[config.mk]
export PLATFORM = sky130hd
export DESIGN_NAME = brb_out_q
export DESIGN_NICKNAME = d
export VERILOG_FILES = /design/src/rtl/brb_pkg.sv /design/src/rtl/brb_out_q.sv
export SDC_FILE = /design/constraint.sdc
export NUM_CORES = 1
export LEC_CHECK = 0
export BUFFER_PORTS_ARGS = -buffer_cell sky130_fd_sc_hd__buf_2
export CAP_MARGIN = 20
export CORE_MARGIN = 3
export CORE_UTILIZATION = 52
export DETAILED_ROUTE_END_ITERATION = 12
export PLACE_DENSITY = 0.91
export SYNTH_ARGS = -nofsm -noshare
export SYNTH_HDL_FRONTEND = slang
export SYNTH_SLANG_ARGS = --single-unit
export TNS_END_PERCENT = 30
[constraint.sdc]
create_clock -name clk -period 2.81 [get_ports clk]
set_input_delay 0 -clock clk [delete_from_list [all_inputs] [get_ports clk]]
set_output_delay 0 -clock clk [all_outputs]
set_load 0.03 [all_outputs]
[src/rtl/brb_pkg.sv]
// Shared constants, operation codes and the result record of the byte ring buffer.
package brb_pkg;

    localparam int DEPTH_DEF     = 4096;
    localparam int MAX_BURST_DEF = 64;

    localparam int BYTE_W   = 8;
    localparam int CNT_W    = 13;
    localparam int KIND_W   = 3;
    localparam int S_DATA_W = 24;
    localparam int M_DATA_W = 40;

    localparam logic [KIND_W-1:0] KIND_WRITE   = 3'd0;
    localparam logic [KIND_W-1:0] KIND_READ    = 3'd1;
    localparam logic [KIND_W-1:0] KIND_PEEK    = 3'd2;
    localparam logic [KIND_W-1:0] KIND_CONSUME = 3'd3;
    localparam logic [KIND_W-1:0] KIND_REWIND  = 3'd4;
    localparam logic [KIND_W-1:0] KIND_FORWARD = 3'd5;
    localparam logic [KIND_W-1:0] KIND_CLEAR   = 3'd6;

    typedef struct packed {
        logic [CNT_W-1:0]  fill;
        logic [CNT_W-1:0]  moved;
        logic              last;
        logic              byte_valid;
        logic [BYTE_W-1:0] byte_out;
    } res_t;

endpackage

[src/rtl/brb_out_q.sv]
// Two-entry result queue that decouples the buffer core from the master side.
module brb_out_q
    import brb_pkg::*;
(
    input  logic       clk,
    input  logic       rst_n,
    input  logic       push,
    input  res_t       push_data,
    input  logic       pop,
    output logic       out_valid,
    output res_t       out_data,
    output logic [1:0] count
);

    res_t       q_reg [2];
    logic       wptr_reg;
    logic       rptr_reg;
    logic [1:0] cnt_reg;
    logic       do_pop;

    assign out_valid = (cnt_reg != 2'd0);
    assign out_data  = q_reg[rptr_reg];
    assign count     = cnt_reg;
    assign do_pop    = pop && out_valid;

    always_ff @(posedge clk)
    begin
        if (push)
        begin
            q_reg[wptr_reg] <= push_data;
        end
    end

    always_ff @(posedge clk or negedge rst_n)
    begin
        if (!rst_n)
        begin
            wptr_reg <= 1'b0;
            rptr_reg <= 1'b0;
            cnt_reg  <= 2'd0;
        end
        else
        begin
            if (push)
            begin
                wptr_reg <= ~wptr_reg;
            end
            if (do_pop)
            begin
                rptr_reg <= ~rptr_reg;
            end
            if (push && !do_pop)
            begin
                cnt_reg <= cnt_reg + 2'd1;
            end
            else if (!push && do_pop)
            begin
                cnt_reg <= cnt_reg - 2'd1;
            end
        end
    end

endmodule

== Yosys cells after proc, flatten, opt, wreduce, memory -nomap -nowiden ==
Memories as Yosys holds them, arrays and structs flattened.
Index checks and enable logic that the tools add are counted.

* Bits in latches: 0
* Memory bits (read-only): 0
* Memories kept: 1
* Logic and storage cells: 19
* Bits in registers: 4
* Memory bits (writable): 72

{| class="wikitable"
|+ Memories
! name !! words !! bits a word !! read ports !! clocked after memory_dff !! write ports !! RTL line !! source
|-
| q_reg || 2 || 36 || 1 || 0 || 1 || brb_out_q.sv:15 || <nowiki>res_t q_reg [2];</nowiki>
|}

* Div/mod/pow operators: 0
* Magnitude comparators: 0
* Muxes and demuxes: 4
* $add $sub $neg: 2
* Reductions and logical operators: 7
* Bitwise gates (word level): 2
* Multiply operators: 0
* Equal/unequal tests: 0
* Shift-type cells: 0

{| class="wikitable"
|+ Operators by type and width
! operator !! count
|-
| 2-bit 2-to-1 mux || 2
|-
| 2-bit nonzero test || 2
|-
| 1-bit logical AND || 3
|-
| 2-bit by 1-bit adder with 2-bit output (second input constant) || 1
|-
| 1-bit zero test || 2
|-
| 1-bit 2-to-1 mux || 2
|-
| 1-bit inverter || 2
|-
| 2-bit by 1-bit subtractor with 2-bit output (second input constant) || 1
|}

== Longest topological paths before layout ==
Gate-level depths: netlist of run 1.

* Word-level depth: 5
* Mapped depth: 6
* Gate-level depth less buffers: 6

== Worst setup path after synthesis of run 1 ==
OpenSTA, ideal clock, no wires.

* Path kind: register to register
* From: register wptr_reg
* To: memory q_reg[0][0] (netlist name), enable pin
* Setup time: 0.434 ns
* Arrival time: 2.017 ns
* Path buffers: 0
* Stages on the path, launching flop included: 2
* Slack: 0.359 ns
* Cell sequence: dfrtp_1 -> nor2b_1

{| class="wikitable"
|+ RTL lines
! what !! RTL line !! source
|-
| from (decl) || brb_out_q.sv:16 || <nowiki>logic wptr_reg;</nowiki>
|-
| from (signal assigned) || brb_out_q.sv:46 || <nowiki>wptr_reg <= ~wptr_reg;</nowiki>
|-
| to (decl) || brb_out_q.sv:15 ||
|}

Straight into the memory's write port.

==> results of run 1 <==
## final cells by class
cell class / count / area (sq um)
timing repair buffer: 120 / 806
clock buffer: 12 / 145
sequential: 76 / 2260
multi-input combinational: 47 / 606
tap: 70 / 87.6
fill: 327 / 1290
clock inverter: 4 / 72.6
## synth_stat cells
master,instances
xnor2_1,2
mux2_2,7
or2_1,1
dfrtp_1,4
and2_1,1
mux2_4,29
nor2b_1,1
nand2_1,1
ha_1,1
buf_12,3
xor2_1,3
edfxtp_1,72
nor2_1,1
buf_6,1
## power by group through the flow
stage          logic, mW  registers, mW  clock network [mW]
2_1_floorplan       1.24           1.62                   0
4_1_cts             1.56           1.59               0.896
6_report            1.54           1.60               0.884
5_1_grt             1.63           1.62               0.938
3_3_place_gp        1.49           1.60                   0
3_5_place_dp        1.51           1.62                   0
## kinds of logic (layout without fill, tap and decap cells)
group                    Yosys count  in the layout  share of synthesized area, %
adder cells (fa/ha/maj)            1              1                         0.427
AND/OR/NAND/NOR                    5              5                         0.897
flip-flops                        76             76                          77.2
multiplexers                      36             36                          17.5
buffers and inverters              4            136                          2.43
XOR/XNOR                           5              5                          1.49
## worst max path at each step
stage | start | endpoint | slack [ns] | cells after the start
finish | rptr_reg$_DFFE_PN0P_ | out_data[34] | 0.99 | 3
global route | rptr_reg$_DFFE_PN0P_ | out_data[33] | 0.91 | 3
CTS | rptr_reg$_DFFE_PN0P_ | out_data[31] | 0.96 | 3
detailed placement | wptr_reg$_DFFE_PN0P_ | q_reg[1][4]$_DFFE_PP_ | 1.25 | 1
global placement | wptr_reg$_DFFE_PN0P_ | q_reg[1][0]$_DFFE_PP_ | 1.30 | 1
floorplan | wptr_reg$_DFFE_PN0P_ | q_reg[0][0]$_DFFE_PP_ | 0.36 | 1
## routing by layer
metal	global-route usage (%)	vias up	part of all wire, %
li1	-	746	-
met1	18.0	761	37
met2	28.9	64	55
met3	4.10	14	4.5
met4	11.0	0	3.5
met5	0	-	0
## stage by stage
stage	hold slack, ns	utilization, %	std cells	power [mW]	setup WS, ns
2_1_floorplan	-0.296	-	127	2.86	0.359
3_3_place_gp	-0.192	63.8	273	3.09	1.30
3_5_place_dp	-0.190	63.8	273	3.13	1.25
4_1_cts	0.377	75.5	329	4.05	0.959
5_1_grt	0.388	75.5	329	4.18	0.907
6_report	0.385	75.5	329	4.02	0.990
==> results.toml, run 1 <==
[route]
firstDrtPassIters = 5
vias = 1585
initialDrtViolationCount = 78
avgRoutedWirePerCell_um = 15.9
wl_um = 5240
viasPerCell = 4.82
ant_nets = 0
drc = 0

[sta]
post-route-period-util_pct = 64.8
max_slew_margin_pct = 42.5
timing.final.max_slew_violations = 0
tns_ns = 0
rsz0062_at_grt = "false"
min_period_ns = 1.82
hold_violations = 0
clock_skew_ns = 0.00539
setup_viol = 0
fmax_ghz = 0.549
worst_pin_slew_ns = 0.863

[cts]
clk_pin_slew_worst_paths_ns = 0.08
hold_buffers = 40
clk_latency_ns = 0.33
htreeDepth = 3
clockRootBuffer = "clkbuf_8"
cts-buffers-inserted = 9
cts-resized-gates = 0
clkSinkCount = 76
postCtsSetupBuffers = 0
clock_path_buffers = 2
cts_tree = "built"

[critical_path]
slowest_delay_ns = 0.52
cp_top_family = "buffers and inverters"
r2r_start = "wptr_reg$_DFFE_PN0P_"
worstSetupPathType = "flip-flop to primary output"
reg2reg_depth = 1
crit_path_start_kind = "flip-flop"
path_buf_inv = 2
crit_required_ns = 2.81
reg2reg_to = "q_reg[1][0]$_DFFE_PP_"
slowest_stage = "buf_4"
reg2reg_setup_slack_ns = 1.27
crit_chain = "buf_4 > mux2_2 > buf_2"
arrival_ns = 1.82
path_max_fanout = 36
cp-end-kind = "primary output"

[pwr]
p_sw_share_pct = 34.1
power_density_nw_per_um2 = 1010
p_sw_mw = 1.37
seqPwrFrac_pct = 39.7
ir_drop_mv = 0.774
intPower_mw = 2.65
power_frac_clock_pct = 22.0
pwr-share-comb_pct = 38.4
leakagePower_nw = 1.62

[final_layout]
fin_area_sq_um = 3980
drive_above_1_share_pct = 51.4
largest_reg_flops = 72
final_cell_mix = "buf_2 (78), edfxtp_1 (72), dlygate4sd3_1 (40)"
antennaDiodeCount = 0
area_growth_syn_to_layout_pct = 35.8
final_common_cell = "buf_2"
final_nets = 295

[place]
place_area_sq_um = 3360
place.gp.congestion = 0.692
dp_hpwl_um = 3100
port_buffers = 78

[grt]
grt_pass1_vias = 1619
grt_util_all_layers_pct = 16.7
grt-ovfl-total = 0
antenna_found_initial = 0
grt_max_degree = 37
grt_pass1_wl_um = 7700

[flow_run]
maxCapViolCount = 0

[min_path]
hold_start = "push_data[2]"
hold_class = "input pin to flip-flop"
whs_path_depth = 2
hold_end = "q_reg[1][2]$_DFFE_PP_"

[logic_synthesis]
netlist_area_sq_um = 2930
synth.distinct_cells = 14
netlist_instances = 127
yosysTopAreaCell = "edfxtp_1"
syn_avg_cell_area_sq_um = 23.1
synthesis.nets = 168
synthTopCellsByArea = "edfxtp_1 (74%), mux2_4 (15%), dfrtp_1 (3.4%)"
synth-seq-cells = 76
synth_top_area_share_pct = 73.8
ys_warn_count = 0
synth-seq-area-share_pct = 77.2

[die]
ioPinCount = 79
die_y_um = 81.1
floorplan.initialDensity_pct = 55.6
num_rows = 26
fp.coreArea_sq_um = 5270
die_w_um = 81.1
die-area_sq_um = 6570

[run_status]
status = "complete, no violations"
(Power assumes the default switching activity.)
==> run 2, diff against run 1 <==
--- a/config.mk
+++ b/config.mk
@@ -8,9 +8,9 @@
 export BUFFER_PORTS_ARGS = -buffer_cell sky130_fd_sc_hd__buf_2
 export CAP_MARGIN = 20
 export CORE_MARGIN = 3
-export CORE_UTILIZATION = 52
+export CORE_UTILIZATION = 47
 export DETAILED_ROUTE_END_ITERATION = 12
-export PLACE_DENSITY = 0.91
+export PLACE_DENSITY = 0.87
 export SYNTH_ARGS = -nofsm -noshare
 export SYNTH_HDL_FRONTEND = slang
 export SYNTH_SLANG_ARGS = --single-unit
==> constraint.sdc (replaced) <==
create_clock -name clk -period 1.52 [get_ports clk]
set_input_delay 0 -clock clk [delete_from_list [all_inputs] [get_ports clk]]
set_output_delay 0 -clock clk [all_outputs]
set_load 0.03 [all_outputs]
==> run 2 against run 1 <==
Net effect:
- the run now ends with negative setup slack left
- global-route usage shrank 1.4 points
- power up 83%
- critical path type is now flip-flop to flip-flop
- critical endpoint is now count[1]$_DFFE_PN0P_
- wire length rose by 3.0%
- design area up 1.8%
- combinational power up 110%
==> results.toml, run 2 (synthesis gave the netlist of run 1 again) <==
[run_status]
status = "finished with violations"
violations = "negative setup slack"

[sta]
worst_slack_ns = -0.00230
rsz0062_at_grt = "true"
hold_ws_ns = 0.392
worst_pin_slew_ns = 0.227
max_slew_margin_pct = 84.8
setup_viol = 1
fmax_ghz = 0.657
timing.final.max_slew_violations = 0
post-route-period-util_pct = 100
hold_violations = 0
clock_skew_ns = 0.00451
min_period_ns = 1.52

[min_path]
hold_class = "input pin to flip-flop"
whs_path_depth = 2

[final_layout]
antennaDiodeCount = 0
multiInputGateArea_sq_um = 608
fin_area_sq_um = 4050
largest_reg_flops = 72
regArea_sq_um = 2260
n_fill_cell = 363
area_growth_syn_to_layout_pct = 38.2
drive_above_1_share_pct = 51.9
final_nets = 300
final_common_cell = "buf_2"
final_cell_mix = "buf_2 (75), edfxtp_1 (72), dlygate4sd3_1 (40)"

[pwr]
ir_drop_mv = 1.08
pwr-share-comb_pct = 43.0
seqPwrFrac_pct = 40.3
intPower_mw = 4.74
report.power.total_mw = 7.37
p_sw_share_pct = 35.7
power_frac_clock_pct = 16.7
leakagePower_nw = 1.64
p_sw_mw = 2.63
power_density_nw_per_um2 = 1820

[flow_run]
maxCapViolCount = 0

[critical_path]
path_max_fanout = 4
cp-end-kind = "flip-flop"
arrival_ns = 1.77
crit_path_start_kind = "flip-flop"
reg2reg_depth = 5
slowest_delay_ns = 0.43
slowest_stage = "dfrtp_1"
crit_required_ns = 1.77
crit_chain = "or2_1 > nand2_1 > ha_1 > nor2_2 > xor2_1"
worstSetupPathType = "flip-flop to flip-flop"

[place]
dp_hpwl_um = 3200
place_area_sq_um = 3450
port_buffers = 78
dp_slack_ns = 0.0741
place.gp.congestion = 0.630

[die]
die-area_sq_um = 7220
ioPinCount = 79
die_y_um = 85.0
fp.coreArea_sq_um = 5990
num_rows = 28
die_w_um = 85.0
floorplan.initialDensity_pct = 48.9

[cts]
clock_path_buffers = 2
htreeDepth = 3
cts_tree = "built"
clk_pin_slew_worst_paths_ns = 0.07
cts-buffers-inserted = 9
clockRootBuffer = "clkbuf_8"
clk_latency_ns = 0.33
clkSinkCount = 76

[route]
ant_nets = 0
firstDrtPassIters = 4
initialDrtViolationCount = 62
viasPerCell = 4.71
drc = 0
avgRoutedWirePerCell_um = 15.9
vias = 1596
wl_um = 5390

[grt]
grt_pass1_wl_um = 8360
grt_util_all_layers_pct = 15.3
antenna_found_initial = 0
grt-ovfl-total = 0
grt_max_degree = 26
grt_pass1_vias = 1780
## run 2: changes by cell type in the layout (fill, tap and decap cells not counted), sizes merged
cell      delta
buf          +4
clkinv       +3
bufinv       -2
clkbuf       -1
clkinvlp     +1
## run 2: routing by layer
metal  routed length [um]  vias up  global-route usage, %
li1                     -      758                      -
met1                 2100      762                   16.1
met2                 2910       71                   27.9
met3                  348        5                   5.53
met4                   42        0                   5.18
met5                    0        -                      0
## run 2: worst paths after layout
| path | startpoint | end | slack [ns] |
|---|---|---|---|
| max | count[0]$_DFFE_PN0P_ | count[1]$_DFFE_PN0P_ | -0.002 |
| min | push_data[13] | q_reg[1][13]$_DFFE_PP_ | 0.39 |
| max reg2reg | count[0]$_DFFE_PN0P_ | count[1]$_DFFE_PN0P_ | -0.002 |
| min reg2reg | count[1]$_DFFE_PN0P_ | count[1]$_DFFE_PN0P_ | 0.54 |
| max in group asynchronous | rst_n | rptr_reg$_DFFE_PN0P_ | 0.71 |
| min in group asynchronous | rst_n | count[1]$_DFFE_PN0P_ | 0.61 |
## run 2: final cells by class
cell class / instances / share of cell area [%]
sequential: 76 / 55.9
timing repair buffer: 125 / 22.9
multi-input combinational: 47 / 15.0
clock buffer: 10 / 3.15
tap: 75 / 2.32
clock inverter: 6 / 0.772
## run 2: power groups by stage
stage	combinational (mW)	clock, mW	sequential [mW]
floorplan	2.29	0	3.00
global placement	2.95	0	2.95
detailed placement	2.98	0	2.99
CTS	3.07	1.26	2.95
global route	3.33	1.38	3.01
finish	3.17	1.23	2.97
## run 2: timing repair
item	CTS	global route
endpoints found under the hold margin	78	0
gates resized for setup	2	5
buffers inserted	0	0
cloned	0	1
endpoints found under the setup margin	2	21
hold buffers	40	0
## run 2: through the flow
| stage | instances | TNS, ns | utilization [%] |
|---|---|---|---|
| floorplan | 127 | -6.93 | - |
| global placement | 282 | 0 | 57.6 |
| detailed placement | 282 | 0 | 57.6 |
| CTS | 338 | 0 | 67.0 |
| global route | 339 | -0.952 | 67.6 |
| finish | 339 | -0.00230 | 67.6 |
## run 2: worst max-delay path, delay by kind of cell, from the launching register on
family | cells | cell delay (ns)
DFF | 1 | 0.43
xor gates and xnor gates | 1 | 0.18
and+or+nand+nor | 3 | 0.55
adders and majority gates | 1 | 0.28
